**src/hdl/alffc_pkg.sv**
```systemverilog
package alffc_pkg;

  localparam int LINE_LENGTH = 32;

  // APB register map
  localparam int APB_ADDR_W = 3;
  localparam logic REG_STATION_ADDRESS  = 1'b0;
  localparam logic REG_CRC_CHECK_ENABLE = 1'b1;

  localparam logic [7:0]  STATION_RESET = 8'h00;
  localparam logic        CRC_EN_RESET  = 1'b1;

  // character codes
  localparam logic [7:0] CH_ETX    = 8'h03;
  localparam logic [7:0] CH_LF     = 8'h0A;
  localparam logic [7:0] CH_CR     = 8'h0D;
  localparam logic [7:0] CH_SPACE  = 8'h20;
  localparam logic [7:0] CH_DOLLAR = 8'h24;
  localparam logic [7:0] CH_STAR   = 8'h2A;
  localparam logic [7:0] CH_AT     = 8'h40;

  localparam logic [15:0] CRC_INIT       = 16'hFFFF;
  localparam logic [15:0] CRC_POLY       = 16'h8408;
  localparam logic [15:0] ADDR_BROADCAST = 16'h00FF;
  localparam logic [15:0] DIGIT_INVALID  = 16'hFFFF;

  typedef enum logic [2:0] {
    VERDICT_OK_NO_CRC     = 3'd0,
    VERDICT_OK_CRC        = 3'd1,
    VERDICT_CRC_MISMATCH  = 3'd2,
    VERDICT_ADDR_MISMATCH = 3'd3,
    VERDICT_NO_ADDR       = 3'd4,
    VERDICT_RESPONSE      = 3'd5
  } verdict_t;

  typedef enum logic [1:0] {
    PARSE_SP1,
    PARSE_DIGITS,
    PARSE_SP2,
    PARSE_BODY
  } parse_mode_t;

  typedef enum logic [2:0] {
    ST_IDLE,
    ST_JUDGE,
    ST_SCAN_RD,
    ST_SCAN_EX,
    ST_CHECK,
    ST_EMIT_RD,
    ST_EMIT_EX,
    ST_VERDICT
  } ctrl_state_t;

  typedef struct packed {
    logic     accept;
    logic     init_scan;
    logic     scan_read;
    logic     scan_step;
    logic     start_emit;
    logic     emit_read;
    logic     emit_load;
    logic     set_verdict;
    verdict_t verdict;
    logic     load_verdict;
    logic     inc_no_addr;
    logic     inc_crc_err;
  } dp_cmd_t;

  typedef struct packed {
    logic eol;
    logic line_valid;
    logic first_star;
    logic first_at;
    logic station_set;
    logic scan_end;
    logic scan_fail;
    logic end_fail;
    logic crc_bad;
    logic emit_end;
    logic out_free;
  } dp_status_t;

endpackage

```
**src/hdl/alffc_in_if.sv**
```systemverilog
interface alffc_in_if;
  logic       valid;
  logic       ready;
  logic [7:0] rx_byte;

  modport source (output valid, output rx_byte, input ready);
  modport sink (input valid, input rx_byte, output ready);
endinterface

```
**src/hdl/alffc_out_if.sv**
```systemverilog
interface alffc_out_if;
  logic        valid;
  logic        ready;
  logic        item_kind;
  logic [7:0]  payload_byte;
  logic [2:0]  verdict;
  logic        last_item;
  logic [15:0] overflow_count;
  logic [15:0] illegal_count;
  logic [15:0] crc_error_count;
  logic [15:0] missing_address_count;

  modport source (
    output valid, output item_kind, output payload_byte, output verdict,
    output last_item, output overflow_count, output illegal_count,
    output crc_error_count, output missing_address_count,
    input ready
  );
  modport sink (
    input valid, input item_kind, input payload_byte, input verdict,
    input last_item, input overflow_count, input illegal_count,
    input crc_error_count, input missing_address_count,
    output ready
  );
endinterface

```
**src/hdl/ascii_line_frame_filter_crc.sv**
```systemverilog
// A byte that does not end a line is taken while idle; the block is ready again on the next
// cycle. A CR or LF ending a non-empty line starts a judgement: unless the line is a
// response or, with a station set, has no address, the line store is scanned and, if the
// checks pass, the body is read out; no byte is taken until the verdict is loaded for output.
// One byte per cycle between line ends; each result byte is read from the store, then loaded.
// Reset (rst, synchronous): clears fill count, tallies, output valid and the controller;
// station_address goes to 0, crc_check_enable to 1; the line store is not cleared.
module ascii_line_frame_filter_crc #(
  parameter int LINE_LENGTH = alffc_pkg::LINE_LENGTH
) (
  input  logic                             clk,
  input  logic                             rst,
  alffc_in_if.sink                         bytes,
  alffc_out_if.source                      items,
  input  logic                             psel,
  input  logic                             penable,
  input  logic                             pwrite,
  input  logic [alffc_pkg::APB_ADDR_W-1:0] paddr,
  input  logic [31:0]                      pwdata,
  output logic [31:0]                      prdata,
  output logic                             pready
);

  logic [7:0] station_address;
  logic       crc_check_enable;
  logic       reg_sel;

  alffc_pkg::dp_cmd_t    cmd;
  alffc_pkg::dp_status_t status;

  assign pready  = 1'b1;
  assign reg_sel = paddr[2];

  always_ff @(posedge clk) begin
    if (rst) begin
      station_address  <= alffc_pkg::STATION_RESET;
      crc_check_enable <= alffc_pkg::CRC_EN_RESET;
    end else if (psel && penable && pwrite && pready) begin
      unique case (reg_sel)
        alffc_pkg::REG_STATION_ADDRESS:  station_address  <= pwdata[7:0];
        alffc_pkg::REG_CRC_CHECK_ENABLE: crc_check_enable <= pwdata[0];
        default: ;
      endcase
    end
  end

  always_comb begin
    unique case (reg_sel)
      alffc_pkg::REG_STATION_ADDRESS:  prdata = {24'h000000, station_address};
      alffc_pkg::REG_CRC_CHECK_ENABLE: prdata = {31'h00000000, crc_check_enable};
      default:                         prdata = '0;
    endcase
  end

  alffc_ctrl u_ctrl (
    .clk      (clk),
    .rst      (rst),
    .in_valid (bytes.valid),
    .in_ready (bytes.ready),
    .status   (status),
    .cmd      (cmd)
  );

  alffc_dp #(
    .LINE_LENGTH (LINE_LENGTH)
  ) u_dp (
    .clk                       (clk),
    .rst                       (rst),
    .rx_byte                   (bytes.rx_byte),
    .station_address           (station_address),
    .crc_check_enable          (crc_check_enable),
    .cmd                       (cmd),
    .status                    (status),
    .out_ready                 (items.ready),
    .out_valid                 (items.valid),
    .out_item_kind             (items.item_kind),
    .out_payload_byte          (items.payload_byte),
    .out_verdict               (items.verdict),
    .out_last_item             (items.last_item),
    .out_overflow_count        (items.overflow_count),
    .out_illegal_count         (items.illegal_count),
    .out_crc_error_count       (items.crc_error_count),
    .out_missing_address_count (items.missing_address_count)
  );

endmodule

```
**src/hdl/alffc_ctrl.sv**
```systemverilog
module alffc_ctrl (
  input  logic                  clk,
  input  logic                  rst,
  input  logic                  in_valid,
  output logic                  in_ready,
  input  alffc_pkg::dp_status_t status,
  output alffc_pkg::dp_cmd_t    cmd
);

  alffc_pkg::ctrl_state_t state, state_next;

  always_ff @(posedge clk) begin
    if (rst) begin
      state <= alffc_pkg::ST_IDLE;
    end else begin
      state <= state_next;
    end
  end

  always_comb begin
    state_next = state;
    unique case (state)
      alffc_pkg::ST_IDLE: begin
        if (in_valid && status.eol && status.line_valid) begin
          state_next = alffc_pkg::ST_JUDGE;
        end
      end
      alffc_pkg::ST_JUDGE: begin
        if (status.first_star || (!status.first_at && status.station_set)) begin
          state_next = alffc_pkg::ST_VERDICT;
        end else begin
          state_next = alffc_pkg::ST_SCAN_RD;
        end
      end
      alffc_pkg::ST_SCAN_RD: begin
        state_next = status.scan_end ? alffc_pkg::ST_CHECK : alffc_pkg::ST_SCAN_EX;
      end
      alffc_pkg::ST_SCAN_EX: begin
        state_next = status.scan_fail ? alffc_pkg::ST_VERDICT : alffc_pkg::ST_SCAN_RD;
      end
      alffc_pkg::ST_CHECK: begin
        if (status.end_fail || status.crc_bad) begin
          state_next = alffc_pkg::ST_VERDICT;
        end else begin
          state_next = alffc_pkg::ST_EMIT_RD;
        end
      end
      alffc_pkg::ST_EMIT_RD: begin
        state_next = status.emit_end ? alffc_pkg::ST_VERDICT : alffc_pkg::ST_EMIT_EX;
      end
      alffc_pkg::ST_EMIT_EX: begin
        if (status.out_free) begin
          state_next = alffc_pkg::ST_EMIT_RD;
        end
      end
      alffc_pkg::ST_VERDICT: begin
        if (status.out_free) begin
          state_next = alffc_pkg::ST_IDLE;
        end
      end
      default: state_next = alffc_pkg::ST_IDLE;
    endcase
  end

  always_comb begin
    in_ready = 1'b0;
    cmd      = '0;
    cmd.verdict = alffc_pkg::VERDICT_OK_NO_CRC;
    unique case (state)
      alffc_pkg::ST_IDLE: begin
        in_ready   = 1'b1;
        cmd.accept = in_valid;
      end
      alffc_pkg::ST_JUDGE: begin
        if (status.first_star) begin
          cmd.set_verdict = 1'b1;
          cmd.verdict     = alffc_pkg::VERDICT_RESPONSE;
        end else if (!status.first_at && status.station_set) begin
          cmd.set_verdict = 1'b1;
          cmd.verdict     = alffc_pkg::VERDICT_NO_ADDR;
          cmd.inc_no_addr = 1'b1;
        end else begin
          cmd.init_scan = 1'b1;
        end
      end
      alffc_pkg::ST_SCAN_RD: begin
        cmd.scan_read = !status.scan_end;
      end
      alffc_pkg::ST_SCAN_EX: begin
        cmd.scan_step = 1'b1;
        if (status.scan_fail) begin
          cmd.set_verdict = 1'b1;
          cmd.verdict     = alffc_pkg::VERDICT_ADDR_MISMATCH;
        end
      end
      alffc_pkg::ST_CHECK: begin
        if (status.end_fail) begin
          cmd.set_verdict = 1'b1;
          cmd.verdict     = alffc_pkg::VERDICT_ADDR_MISMATCH;
        end else if (status.crc_bad) begin
          cmd.set_verdict = 1'b1;
          cmd.verdict     = alffc_pkg::VERDICT_CRC_MISMATCH;
          cmd.inc_crc_err = 1'b1;
        end else begin
          cmd.start_emit = 1'b1;
        end
      end
      alffc_pkg::ST_EMIT_RD: begin
        cmd.emit_read = !status.emit_end;
      end
      alffc_pkg::ST_EMIT_EX: begin
        cmd.emit_load = status.out_free;
      end
      alffc_pkg::ST_VERDICT: begin
        cmd.load_verdict = status.out_free;
      end
      default: ;
    endcase
  end

endmodule

```
**src/hdl/alffc_dp.sv**
```systemverilog
module alffc_dp #(
  parameter int LINE_LENGTH = alffc_pkg::LINE_LENGTH
) (
  input  logic                  clk,
  input  logic                  rst,
  input  logic [7:0]            rx_byte,
  input  logic [7:0]            station_address,
  input  logic                  crc_check_enable,
  input  alffc_pkg::dp_cmd_t    cmd,
  output alffc_pkg::dp_status_t status,
  input  logic                  out_ready,
  output logic                  out_valid,
  output logic                  out_item_kind,
  output logic [7:0]            out_payload_byte,
  output logic [2:0]            out_verdict,
  output logic                  out_last_item,
  output logic [15:0]           out_overflow_count,
  output logic [15:0]           out_illegal_count,
  output logic [15:0]           out_crc_error_count,
  output logic [15:0]           out_missing_address_count
);

  localparam int CNT_W  = $clog2(LINE_LENGTH + 1);
  localparam int ADDR_W = $clog2(LINE_LENGTH);

  function automatic logic [15:0] crc_add(input logic [15:0] crc_in, input logic [7:0] b);
    logic [15:0] c;
    c = crc_in ^ {8'h00, b};
    for (int k = 0; k < 8; k++) begin
      c = c[0] ? ((c >> 1) ^ alffc_pkg::CRC_POLY) : (c >> 1);
    end
    return c;
  endfunction

  // {valid, value} for an uppercase hex digit
  function automatic logic [4:0] hex_decode(input logic [7:0] c);
    logic [7:0] d;
    d = 8'h00;
    if (c >= "0" && c <= "9") begin
      d = c - 8'h30;
      return {1'b1, d[3:0]};
    end
    if (c >= "A" && c <= "F") begin
      d = c - 8'h37;
      return {1'b1, d[3:0]};
    end
    return 5'b0_0000;
  endfunction

  logic [7:0]  line_store [LINE_LENGTH];
  logic [7:0]  rdata;
  logic [CNT_W-1:0] fill_count;
  logic [CNT_W-1:0] line_end;
  logic [CNT_W-1:0] idx;
  logic [CNT_W-1:0] pos;
  logic [CNT_W-1:0] body_end;
  logic [7:0]  first_byte;
  alffc_pkg::parse_mode_t mode;
  logic [15:0] addr_acc;
  logic [15:0] crc;
  logic [15:0] expected;
  logic        has_crc;
  alffc_pkg::verdict_t verdict_reg;
  logic [15:0] overflow_tally;
  logic [15:0] illegal_tally;
  logic [15:0] crc_error_tally;
  logic [15:0] no_address_tally;

  // incoming byte classification
  logic             overflow;
  logic [CNT_W-1:0] fill_eff;
  logic             is_eol;
  logic             is_etx;
  logic             is_printable;
  logic             do_append;

  assign overflow     = fill_count >= CNT_W'(LINE_LENGTH);
  assign fill_eff     = overflow ? '0 : fill_count;
  assign is_eol       = (rx_byte == alffc_pkg::CH_CR) || (rx_byte == alffc_pkg::CH_LF);
  assign is_etx       = rx_byte == alffc_pkg::CH_ETX;
  assign is_printable = !rx_byte[7] && (rx_byte >= alffc_pkg::CH_SPACE);
  assign do_append    = is_printable &&
                        ((fill_eff == '0) || (first_byte != alffc_pkg::CH_STAR));

  // per-byte parse step on the stored byte in rdata
  logic [4:0]  hex;
  logic        addr_ok;
  logic        step_fail;
  logic        step_body;
  alffc_pkg::parse_mode_t mode_s;
  logic [15:0] addr_s;
  logic [CNT_W-1:0] pos_s;
  logic [CNT_W-1:0] body_end_s;
  logic [15:0] crc_s;
  logic [15:0] expected_s;
  logic        has_crc_s;

  assign hex     = hex_decode(rdata);
  assign addr_ok = (addr_acc == {8'h00, station_address}) ||
                   (addr_acc == alffc_pkg::ADDR_BROADCAST);

  always_comb begin
    mode_s     = mode;
    addr_s     = addr_acc;
    pos_s      = pos;
    body_end_s = body_end;
    crc_s      = crc;
    expected_s = expected;
    has_crc_s  = has_crc;
    step_fail  = 1'b0;
    step_body  = 1'b0;
    unique case (mode)
      alffc_pkg::PARSE_SP1: begin
        if (rdata != alffc_pkg::CH_SPACE) begin
          if (hex[4]) begin
            addr_s = {12'h000, hex[3:0]};
            mode_s = alffc_pkg::PARSE_DIGITS;
          end else begin
            step_fail = 1'b1;
          end
        end
      end
      alffc_pkg::PARSE_DIGITS: begin
        if (hex[4]) begin
          addr_s = {addr_acc[11:0], hex[3:0]};
        end else if (!addr_ok) begin
          step_fail = 1'b1;
        end else if (rdata == alffc_pkg::CH_SPACE) begin
          mode_s = alffc_pkg::PARSE_SP2;
        end else begin
          mode_s    = alffc_pkg::PARSE_BODY;
          pos_s     = idx;
          step_body = 1'b1;
        end
      end
      alffc_pkg::PARSE_SP2: begin
        if (rdata != alffc_pkg::CH_SPACE) begin
          mode_s    = alffc_pkg::PARSE_BODY;
          pos_s     = idx;
          step_body = 1'b1;
        end
      end
      alffc_pkg::PARSE_BODY: step_body = 1'b1;
      default: ;
    endcase
    if (step_body && crc_check_enable) begin
      if (rdata == alffc_pkg::CH_DOLLAR) begin
        if (!has_crc) begin
          body_end_s = idx;
        end
        has_crc_s = 1'b1;
      end else if (has_crc) begin
        expected_s = hex[4] ? {expected[11:0], hex[3:0]} : alffc_pkg::DIGIT_INVALID;
      end else begin
        crc_s = crc_add(crc, rdata);
      end
    end
  end

  assign status.eol         = is_eol;
  assign status.line_valid  = fill_eff != '0;
  assign status.first_star  = first_byte == alffc_pkg::CH_STAR;
  assign status.first_at    = first_byte == alffc_pkg::CH_AT;
  assign status.station_set = station_address != 8'h00;
  assign status.scan_end    = idx == line_end;
  assign status.scan_fail   = step_fail;
  assign status.end_fail    = (mode == alffc_pkg::PARSE_SP1) ||
                              ((mode == alffc_pkg::PARSE_DIGITS) && !addr_ok);
  assign status.crc_bad     = has_crc && (expected != crc);
  assign status.emit_end    = idx == body_end;
  assign status.out_free    = !out_valid || out_ready;

  // line store: one write port, one registered read port
  always_ff @(posedge clk) begin
    if (cmd.accept && do_append) begin
      line_store[fill_eff[ADDR_W-1:0]] <= rx_byte;
    end
    if (cmd.scan_read || cmd.emit_read) begin
      rdata <= line_store[idx[ADDR_W-1:0]];
    end
  end

  // fill count and tallies
  always_ff @(posedge clk) begin
    if (rst) begin
      fill_count       <= '0;
      overflow_tally   <= '0;
      illegal_tally    <= '0;
      crc_error_tally  <= '0;
      no_address_tally <= '0;
    end else begin
      if (cmd.accept) begin
        if (overflow) begin
          overflow_tally <= overflow_tally + 16'd1;
        end
        if (is_eol || is_etx) begin
          fill_count <= '0;
        end else if (!is_printable) begin
          illegal_tally <= illegal_tally + 16'd1;
          fill_count    <= fill_eff;
        end else if (do_append) begin
          fill_count <= fill_eff + 1'b1;
        end else begin
          fill_count <= fill_eff;
        end
      end
      if (cmd.inc_no_addr) begin
        no_address_tally <= no_address_tally + 16'd1;
      end
      if (cmd.inc_crc_err) begin
        crc_error_tally <= crc_error_tally + 16'd1;
      end
    end
  end

  // line capture and parse registers
  always_ff @(posedge clk) begin
    if (cmd.accept && do_append && (fill_eff == '0)) begin
      first_byte <= rx_byte;
    end
    if (cmd.accept && is_eol) begin
      line_end <= fill_eff;
    end
    if (cmd.init_scan) begin
      idx      <= status.first_at ? CNT_W'(1) : '0;
      mode     <= status.first_at ? alffc_pkg::PARSE_SP1 : alffc_pkg::PARSE_BODY;
      pos      <= '0;
      body_end <= line_end;
      addr_acc <= '0;
      crc      <= alffc_pkg::CRC_INIT;
      expected <= '0;
      has_crc  <= 1'b0;
    end
    if (cmd.scan_step) begin
      idx      <= idx + 1'b1;
      mode     <= mode_s;
      pos      <= pos_s;
      body_end <= body_end_s;
      addr_acc <= addr_s;
      crc      <= crc_s;
      expected <= expected_s;
      has_crc  <= has_crc_s;
    end
    if (cmd.start_emit) begin
      // address ran to the end of the line: nothing left to emit
      idx         <= (mode == alffc_pkg::PARSE_BODY) ? pos : line_end;
      verdict_reg <= has_crc ? alffc_pkg::VERDICT_OK_CRC : alffc_pkg::VERDICT_OK_NO_CRC;
    end
    if (cmd.emit_load) begin
      idx <= idx + 1'b1;
    end
    if (cmd.set_verdict) begin
      verdict_reg <= cmd.verdict;
    end
  end

  // output register
  always_ff @(posedge clk) begin
    if (rst) begin
      out_valid <= 1'b0;
    end else if (cmd.emit_load || cmd.load_verdict) begin
      out_valid <= 1'b1;
    end else if (out_ready) begin
      out_valid <= 1'b0;
    end
  end

  always_ff @(posedge clk) begin
    if (cmd.emit_load || cmd.load_verdict) begin
      out_item_kind             <= cmd.load_verdict;
      out_last_item             <= cmd.load_verdict;
      out_payload_byte          <= cmd.load_verdict ? 8'h00 : rdata;
      out_verdict               <= cmd.load_verdict ? verdict_reg : alffc_pkg::VERDICT_OK_NO_CRC;
      out_overflow_count        <= overflow_tally;
      out_illegal_count         <= illegal_tally;
      out_crc_error_count       <= crc_error_tally;
      out_missing_address_count <= no_address_tally;
    end
  end

endmodule

```
**src/flat_wrapper.sv**
```systemverilog
// flat-port wrapper written by rule: the top's interface ports become plain ports
module ascii_line_frame_filter_crc_flat 
#(
  parameter int LINE_LENGTH = alffc_pkg::LINE_LENGTH
)
  (clk, rst, psel, penable, pwrite, paddr, pwdata, prdata, pready, bytes_valid, bytes_rx_byte, bytes_ready, items_valid, items_item_kind, items_payload_byte, items_verdict, items_last_item, items_overflow_count, items_illegal_count, items_crc_error_count, items_missing_address_count, items_ready);
  alffc_in_if bytes_i ();
  alffc_out_if items_i ();
  input  logic clk;
  input  logic rst;
  input  logic psel;
  input  logic penable;
  input  logic pwrite;
  input  logic [alffc_pkg::APB_ADDR_W-1:0] paddr;
  input  logic [31:0] pwdata;
  output logic [31:0] prdata;
  output logic pready;
  input wire logic [$bits(bytes_i.valid)-1:0] bytes_valid;
  input wire logic [$bits(bytes_i.rx_byte)-1:0] bytes_rx_byte;
  output wire logic [$bits(bytes_i.ready)-1:0] bytes_ready;
  output wire logic [$bits(items_i.valid)-1:0] items_valid;
  output wire logic [$bits(items_i.item_kind)-1:0] items_item_kind;
  output wire logic [$bits(items_i.payload_byte)-1:0] items_payload_byte;
  output wire logic [$bits(items_i.verdict)-1:0] items_verdict;
  output wire logic [$bits(items_i.last_item)-1:0] items_last_item;
  output wire logic [$bits(items_i.overflow_count)-1:0] items_overflow_count;
  output wire logic [$bits(items_i.illegal_count)-1:0] items_illegal_count;
  output wire logic [$bits(items_i.crc_error_count)-1:0] items_crc_error_count;
  output wire logic [$bits(items_i.missing_address_count)-1:0] items_missing_address_count;
  input wire logic [$bits(items_i.ready)-1:0] items_ready;
  assign bytes_i.valid = bytes_valid;
  assign bytes_i.rx_byte = bytes_rx_byte;
  assign bytes_ready = bytes_i.ready;
  assign items_valid = items_i.valid;
  assign items_item_kind = items_i.item_kind;
  assign items_payload_byte = items_i.payload_byte;
  assign items_verdict = items_i.verdict;
  assign items_last_item = items_i.last_item;
  assign items_overflow_count = items_i.overflow_count;
  assign items_illegal_count = items_i.illegal_count;
  assign items_crc_error_count = items_i.crc_error_count;
  assign items_missing_address_count = items_i.missing_address_count;
  assign items_i.ready = items_ready;
  ascii_line_frame_filter_crc #(.LINE_LENGTH(LINE_LENGTH)) u_core (.clk(clk), .rst(rst), .bytes(bytes_i), .items(items_i), .psel(psel), .penable(penable), .pwrite(pwrite), .paddr(paddr), .pwdata(pwdata), .prdata(prdata), .pready(pready));
endmodule
```
**config.mk**
```make
export PLATFORM = sky130hd
export DESIGN_NAME = ascii_line_frame_filter_crc_flat
export DESIGN_NICKNAME = d
export VERILOG_FILES = /design/src/hdl/alffc_pkg.sv /design/src/hdl/alffc_in_if.sv /design/src/hdl/alffc_out_if.sv /design/src/hdl/ascii_line_frame_filter_crc.sv /design/src/hdl/alffc_ctrl.sv /design/src/hdl/alffc_dp.sv /design/src/flat_wrapper.sv
export SDC_FILE = /design/constraint.sdc
export NUM_CORES = 1
export LEC_CHECK = 0
export BUFFER_PORTS_ARGS = -buffer_cell sky130_fd_sc_hd__buf_2
export CORE_UTILIZATION = 35
export CTS_CLUSTER_SIZE = 12
export DETAILED_ROUTE_END_ITERATION = 10
export RECOVER_POWER = 50
export SLEW_MARGIN = 25
export SYNTH_ARGS = -nofsm -noshare
export SYNTH_HDL_FRONTEND = slang
export SYNTH_SLANG_ARGS = --single-unit
```
**constraint.sdc**
```tcl
create_clock -name clk -period 7.1 [get_ports clk]
set_clock_uncertainty 0.15 [all_clocks]
set_input_delay 0.355 -clock clk [delete_from_list [all_inputs] [get_ports clk]]
set_output_delay 0.355 -clock clk [all_outputs]
set_load 0.02 [all_outputs]
```
==> impl_metrics.py, run 1 <==
metrics = {
    "setup_path": {
        "slowest_delay_ps": 1360,
        "crit_required_ps": 7160,
        "critical_path_class": "reg2reg",
        "r2r_setup_slack_ps": 2390,
        "r2r-start": "u_core.u_ctrl.state[2]",
        "crit_start": "u_core.u_ctrl.state[2]",
        "rr_endpoint": "u_core.u_dp.idx[2]",
        "worstSetupEndpointType": "register",
        "crit_arrival_ps": 4770,
        "endpoint": "u_core.u_dp.idx[2]",
        "r2r_cells": 5,
        "crit_path_max_fanout": 43,
        "start_kind": "register",
        "crit_chain": "or2_0, inv_1, clkbuf_1, a21oi_1, nand3_1",
        "cpMaxStageDelayCell": "or2_0",
    },
    "logic_synthesis": {
        "yosysSeqAreaShare_pct": 68.1,
        "yosysUniqueCellTypes": 60,
        "syn-instance-count": 1430,
        "ys.flop_type": "edfxtp_1",
        "async_reset_ff_share_pct": 0,
        "synth_area_per_cell_um2": 14.8,
        "ys_seq_elements": 509,
        "yosys_warnings": 0,
        "syn_area_um2": 21200,
        "synth_edf_count": 426,
    },
    "pwr": {
        "peakVddDrop_mv": 0.191,
        "leakage_nw": 7.72,
        "p_sw_share_pct": 27.3,
        "p_sw_mw": 2.07,
        "p_int_mw": 5.50,
        "combPwrFrac_pct": 18.6,
        "p_seq_share_pct": 47.7,
        "pwr_density_cell_nw_per_um2": 315,
        "pwr-share-clk_pct": 33.7,
    },
    "layout": {
        "fin_nets": 1619,
        "syn2layout_area_growth_pct": 13.2,
        "final_cell_area_um2": 24000,
        "fillers": 5500,
        "layout-drive-gt1-share_pct": 12.5,
        "largest_reg_flops": 256,
    },
    "sta": {
        "setup_tns_ps": 0,
        "fin_crit_sh_pct": 66.4,
        "finalSetupViolations": 0,
        "hold_viol": 0,
        "rsz0062_at_grt": "no",
        "max_freq_mhz": 212,
        "drv_slew": 405,
        "fin_crit_ps": 4710,
        "tightestPinTransition_ps": 2700,
        "max_slew_margin_pct": -80.5,
    },
    "clock_tree": {
        "htreeDepth": 2,
        "ctsResizeCount": 0,
        "clock_latency_ps": 600,
        "cts.clk_slew.worst_paths_ps": 60,
        "cts_buffers": 52,
        "cts.sinks": 509,
        "cts_hold_buf": 11,
        "cts_buffer_depth": 3,
        "cts_tree": "done",
        "cts_root_buf": "clkbuf_16",
        "cts_setup_buffers": 0,
    },
    "placement": {
        "numPortBuffers": 110,
        "dp_hpwl_um": 28500,
        "finalWeightedCongestion": 0.794,
        "place_area_um2": 22500,
    },
    "global_routing": {
        "grt_pass1_vias": 11800,
        "track_usage_pct": 14.6,
        "antenna_found_initial": 2,
        "grt_max_degree": 87,
        "grt_pass1_wl_um": 68900,
        "gr-total-overflow": 0,
    },
    "die": {
        "fp.coreArea_um2": 59500,
        "fp-row-count": 89,
        "die-area_um2": 61600,
        "fp.dieW_um": 248,
        "die_h_um": 248,
        "io_pins": 162,
        "start_util_pct": 35.7,
    },
    "worst_hold_path": {
        "hp-class": "in2reg",
    },
    "route": {
        "finalWirelength_um": 45100,
        "remaining_drc_errors": 0,
        "wl_per_cell_um": 19.1,
        "via_count": 12000,
        "vias_per_cell": 5.07,
        "drtAntennaViolNets": 0,
        "drtPass1Iterations": 5,
        "drt_iter0_drc": 864,
    },
    "run_status": {
        "violations": "capacitance limit, slew limit",
        "status": "finished with violations",
    },
    "job": {
        "drv_cap": 11,
    },
}
-- worst min-delay path by stage --
| stage | startpoint | to | cells past startpoint |
|---|---|---|---|
| floorplan | u_core.u_dp.illegal_tally[2] | u_core.u_dp.out_illegal_count[2] | 0 |
| global placement | u_core.u_dp.no_address_tally[2] | u_core.u_dp.out_missing_address_count[2] | 0 |
| detailed placement | u_core.u_dp.no_address_tally[2] | u_core.u_dp.out_missing_address_count[2] | 0 |
| CTS | penable | u_core.crc_check_enable | 4 |
| global route | psel | u_core.crc_check_enable | 4 |
| finish | penable | u_core.crc_check_enable | 4 |
-- synth_stat cells, drive strengths merged (14+ instances only) --
cell | n | area, um2
dfxtp | 83 | 1660
or3 | 20 | 125
nor2b | 14 | 87.6
xnor2 | 66 | 578
nand4 | 23 | 144
nand2 | 77 | 289
edfxtp | 426 | 12800
inv | 24 | 90.1
buf | 44 | 277
clkbuf | 48 | 180
and3 | 25 | 156
nor4 | 18 | 134
ha | 17 | 213
xor2 | 41 | 359
nand3 | 49 | 245
nor3 | 14 | 80.1
o21ai | 34 | 170
and2 | 19 | 119
a21oi | 49 | 245
mux4 | 80 | 1800
nor2 | 150 | 563
-- routing by layer --
| layer | vias to the layer above | GRT usage [%] | wire (um) |
|---|---|---|---|
| met3 | 63 | 2.35 | 2350 |
| li1 | 5580 | - | - |
| met1 | 5982 | 19.7 | 19600 |
| met2 | 340 | 24.3 | 22300 |
| met5 | - | 0 | 0 |
| met4 | 0 | 4.29 | 922 |
-- kinds of logic (layout without fill, tap and decap cells) --
family / Yosys count / after routing / synth area share (%)
fa+ha+maj: 17 / 17 / 1.00
other cells: 2 / 27 / 0.0354
compound gates: 130 / 130 / 3.67
flops: 509 / 509 / 68.1
mux: 101 / 101 / 9.55
simple gates: 448 / 448 / 10.6
buf+inv: 116 / 249 / 2.58
xor+xnor: 107 / 107 / 4.42
-- per-stage QoR --
stage	utilization (%)	power, mW	instances	hold slack (ps)	setup slack, ps
after detailed placement	37.8	5.11	2260	271	3150
after floorplan	-	4.67	1454	256	1300
after global placement	37.8	5.09	2260	267	3250
after CTS	40.7	7.68	2360	17.6	3260
final	40.4	7.57	2361	63.2	2390
after global routing	40.4	7.90	2361	74.7	1940
-- power by group through the flow --
stage / logic, mW / clock network [mW] / registers (mW)
after detailed placement: 1.44 / 0 / 3.67
after global placement: 1.42 / 0 / 3.66
after CTS: 1.45 / 2.63 / 3.61
after floorplan: 1.05 / 0 / 3.61
after global routing: 1.54 / 2.73 / 3.63
final: 1.41 / 2.55 / 3.61
-- worst max-delay path, delay by kind of cell (launching register included) --
family / cells / cell delay (ps)
AO/OA/AOI/OAI: 1 / 860
AND/OR/NAND/NOR: 2 / 1820
flip-flops: 1 / 600
buffers and inverters: 2 / 840
-- layout make-up --
class | instances | area, um2 | share of cell area [%]
well taps | 773 | 967 | 4.03
clock buffers | 79 | 1500 | 6.22
multi-input cells | 829 | 6290 | 26.2
diodes | 1 | 2.50 | 0.0104
repair buffers | 136 | 634 | 2.64
flip-flops and latches | 509 | 14500 | 60.2
clock inverters | 10 | 90.1 | 0.375
inverters | 24 | 90.1 | 0.375
-- cells in the final DEF, fill, tap and decap left out, types with 9 or more instances in the layout --
| cell | n |
|---|---|
| conb_1 | 26 |
| nand2b_1 | 10 |
| edfxtp_1 | 426 |
| ha_1 | 17 |
| nor2_1 | 150 |
| mux2_2 | 11 |
| dfxtp_1 | 83 |
| mux2i_1 | 10 |
| mux4_2 | 80 |
| inv_1 | 24 |
| nor4_1 | 17 |
| buf_2 | 17 |
| buf_4 | 9 |
| nand2_1 | 77 |
| or3_1 | 20 |
| a21oi_1 | 49 |
| nor3_1 | 13 |
| xor2_1 | 41 |
| nand4_1 | 23 |
| and3_1 | 25 |
| o21ai_0 | 32 |
| clkbuf_16 | 54 |
| clkbuf_1 | 119 |
| xnor2_1 | 66 |
| nor2b_1 | 14 |
| a21o_1 | 10 |
| and2_1 | 19 |
| nand3_1 | 49 |
| dlygate4sd3_1 | 11 |
Note: power is estimated with default switching activity, not from simulation.
==> run 2, diff against run 1 <==
ABC_AREA = 1   (was not set)
clock period = 4.25 ns   (was 7.1 ns; I/O delays follow)
==> impl_metrics.py, run 2 <==
metrics = {
    "run_status": {
        "status": "finished with violations",
        "violations": "capacitance limit, slew limit",
    },
    "logic_synthesis": {
        "ys_seq_elements": 509,
        "ys.flop_type": "edfxtp_1",
        "async_reset_ff_share_pct": 0,
        "synthDominantCellAreaShare_pct": 57.9,
        "yosys_warnings": 0,
        "synth_area_per_cell_um2": 10.5,
        "yosysUniqueCellTypes": 47,
        "netlist_top_cells_count": "426 x edfxtp_1, 350 x nand2_1, 303 x nor2_1",
        "synth_top_cell_by_area": "edfxtp_1",
        "synth.most_common_cell": "edfxtp_1",
        "syn_area_um2": 22100,
        "syn-instance-count": 2098,
        "yosysSeqAreaShare_pct": 65.4,
        "synth_area_leaders": "edfxtp_1 58%, dfxtp_1 7.5%, nand2_1 5.9%",
        "synth_edf_count": 426,
    },
    "setup_path": {
        "path_buf_inv": 4,
        "crit_start": "u_core.u_ctrl.state[1]",
        "crit_required_ps": 4370,
        "crit_arrival_ps": 3510,
        "start_kind": "register",
        "r2r_cells": 9,
        "crit_family": "buffers and inverters",
        "r2r_setup_slack_ps": 860,
        "r2r-start": "u_core.u_ctrl.state[1]",
        "endpoint": "u_core.u_dp.crc[9]",
        "slowest_delay_ps": 1170,
        "critical_path_class": "reg2reg",
        "crit_chain": "nand2_1, nor2_2, clkbuf_1, inv_2, buf_4, o21ai_0, nand2_1, a21oi_1, buf_4",
        "worstSetupEndpointType": "register",
        "crit_path_max_fanout": 33,
        "cpMaxStageDelayCell": "clkbuf_1",
        "path_depth": 9,
        "rr_endpoint": "u_core.u_dp.crc[9]",
    },
    "sta": {
        "drv_slew": 276,
        "fin_crit_ps": 3390,
        "tightestPinTransition_ps": 1940,
        "fin_crit_sh_pct": 79.7,
        "rsz0062_at_grt": "no",
        "max_freq_mhz": 295,
        "setup_tns_ps": 0,
        "finalSetupViolations": 0,
        "hold_viol": 0,
        "max_slew_margin_pct": -29.0,
    },
    "placement": {
        "finalWeightedCongestion": 0.858,
        "numPortBuffers": 110,
        "place_area_um2": 23500,
        "dp_hpwl_um": 33600,
    },
    "route": {
        "remaining_drc_errors": 0,
        "via_count": 15400,
        "drtPass1Iterations": 6,
        "wl_per_cell_um": 16.8,
        "vias_per_cell": 4.96,
        "drt_iter0_drc": 1219,
        "drtAntennaViolNets": 0,
        "finalWirelength_um": 52100,
    },
    "clock_tree": {
        "cts_tree": "done",
        "cts_buffers": 53,
        "cts_setup_buffers": 0,
        "cts.sinks": 509,
        "ctsResizeCount": 0,
        "cts_buffer_depth": 3,
        "htreeDepth": 2,
        "cts_root_buf": "clkbuf_16",
        "clock_latency_ps": 600,
        "cts.clk_slew.worst_paths_ps": 60,
    },
    "global_routing": {
        "track_usage_pct": 16.1,
        "grt_max_degree": 93,
        "gr-total-overflow": 0,
        "grt_pass1_vias": 14700,
        "antenna_found_initial": 0,
        "grt_pass1_wl_um": 81200,
    },
    "pwr": {
        "leakage_nw": 8.90,
        "peakVddDrop_mv": 0.346,
        "pwr_density_cell_nw_per_um2": 537,
    },
    "layout": {
        "diodes": 0,
        "largest_reg_flops": 256,
        "final_cell_area_um2": 25100,
        "fin_nets": 2292,
        "final_cell_mix": "426 x edfxtp_1, 352 x nand2_1, 309 x nor2_1",
        "layout-drive-gt1-share_pct": 6.09,
        "final_common_cell": "edfxtp_1",
        "syn2layout_area_growth_pct": 13.5,
    },
    "die": {
        "fp.coreArea_um2": 62100,
        "die-area_um2": 64200,
        "die_h_um": 253,
        "start_util_pct": 35.6,
        "fp-row-count": 91,
        "fp.dieW_um": 253,
        "io_pins": 162,
    },
    "worst_hold_path": {
        "hp-class": "in2reg",
    },
    "job": {
        "drv_cap": 8,
    },
}
==> run 2: cells by family after synthesis <==
| group | after synthesis | synth area share (%) |
|---|---|---|
| xor gates and xnor gates | 58 | 2.30 |
| DFF | 509 | 65.4 |
| and+or+nand+nor | 834 | 16.1 |
| adders and majority gates | 17 | 0.962 |
| other | 2 | 0.0340 |
| buffers and inverters | 293 | 5.57 |
| AOI/OAI and AO/OA | 384 | 9.59 |
| muxes | 1 | 0.0453 |
==> run 2: through the flow <==
| step | hold WS, ps | worst slack (ps) | utilization (%) | cells | power [mW] |
|---|---|---|---|---|---|
| final | 31.3 | 861 | 40.4 | 3103 | 13.5 |
| after global routing | 56.1 | 565 | 40.4 | 3103 | 14.1 |
| after CTS | 13.6 | 1200 | 40.8 | 3103 | 13.6 |
| after detailed placement | 304 | 1150 | 37.9 | 2993 | 9.17 |
| after global placement | 297 | 1240 | 37.9 | 2993 | 9.11 |
| after floorplan | 161 | 655 | - | 2122 | 8.15 |
==> run 2: timing repair <==
item	in CTS	in global routing
endpoints found under the setup margin	0	0
hold buffers	14	0
endpoints found under the hold margin	28	0
==> run 2: report_power, final <==
group	switching (mW)	total [mW]	internal, mW
clock	1.92	4.40	2.47
sequential	0.199	6.01	5.81
combinational	2.19	3.06	0.868
==> run 2: area by class of cell <==
type	count	area (um2)
inverters	186	699
multi-input cells	1320	6460
fillers	5956	37000
flip-flops and latches	509	14500
clock inverters	14	98.8
well taps	837	1050
clock buffers	82	1530
repair buffers	155	800
==> run 2: how the worst min path moves through the flow <==
stage          cells past startpoint                            endpoint  slack [ps]                           start
2_1_floorplan                      0           u_core.u_dp.first_byte[0]         160                bytes_rx_byte[0]
3_3_place_gp                       0  u_core.u_dp.out_overflow_count[12]         300  u_core.u_dp.overflow_tally[12]
3_5_place_dp                       0  u_core.u_dp.out_overflow_count[15]         300  u_core.u_dp.overflow_tally[15]
4_1_cts                            2       u_core.u_dp.line_store[25][5]          10                bytes_rx_byte[5]
5_1_grt                            3       u_core.u_dp.overflow_tally[8]          60                             rst
6_report                           3       u_core.u_dp.overflow_tally[8]          30                             rst
==> run 2: tightest hold or removal path, cell delays in order <==
cell and delay [ps]:
clkbuf_1 90, buf_4 300, nor2_1 140
==> run 2: metal layers <==
layer	global-route usage (%)	wire length, um	vias up
met5	0	0	-
met4	4.47	1170	0
li1	-	-	7440
met2	26.5	24700	482
met1	21.9	23100	7392
met3	2.47	3180	88
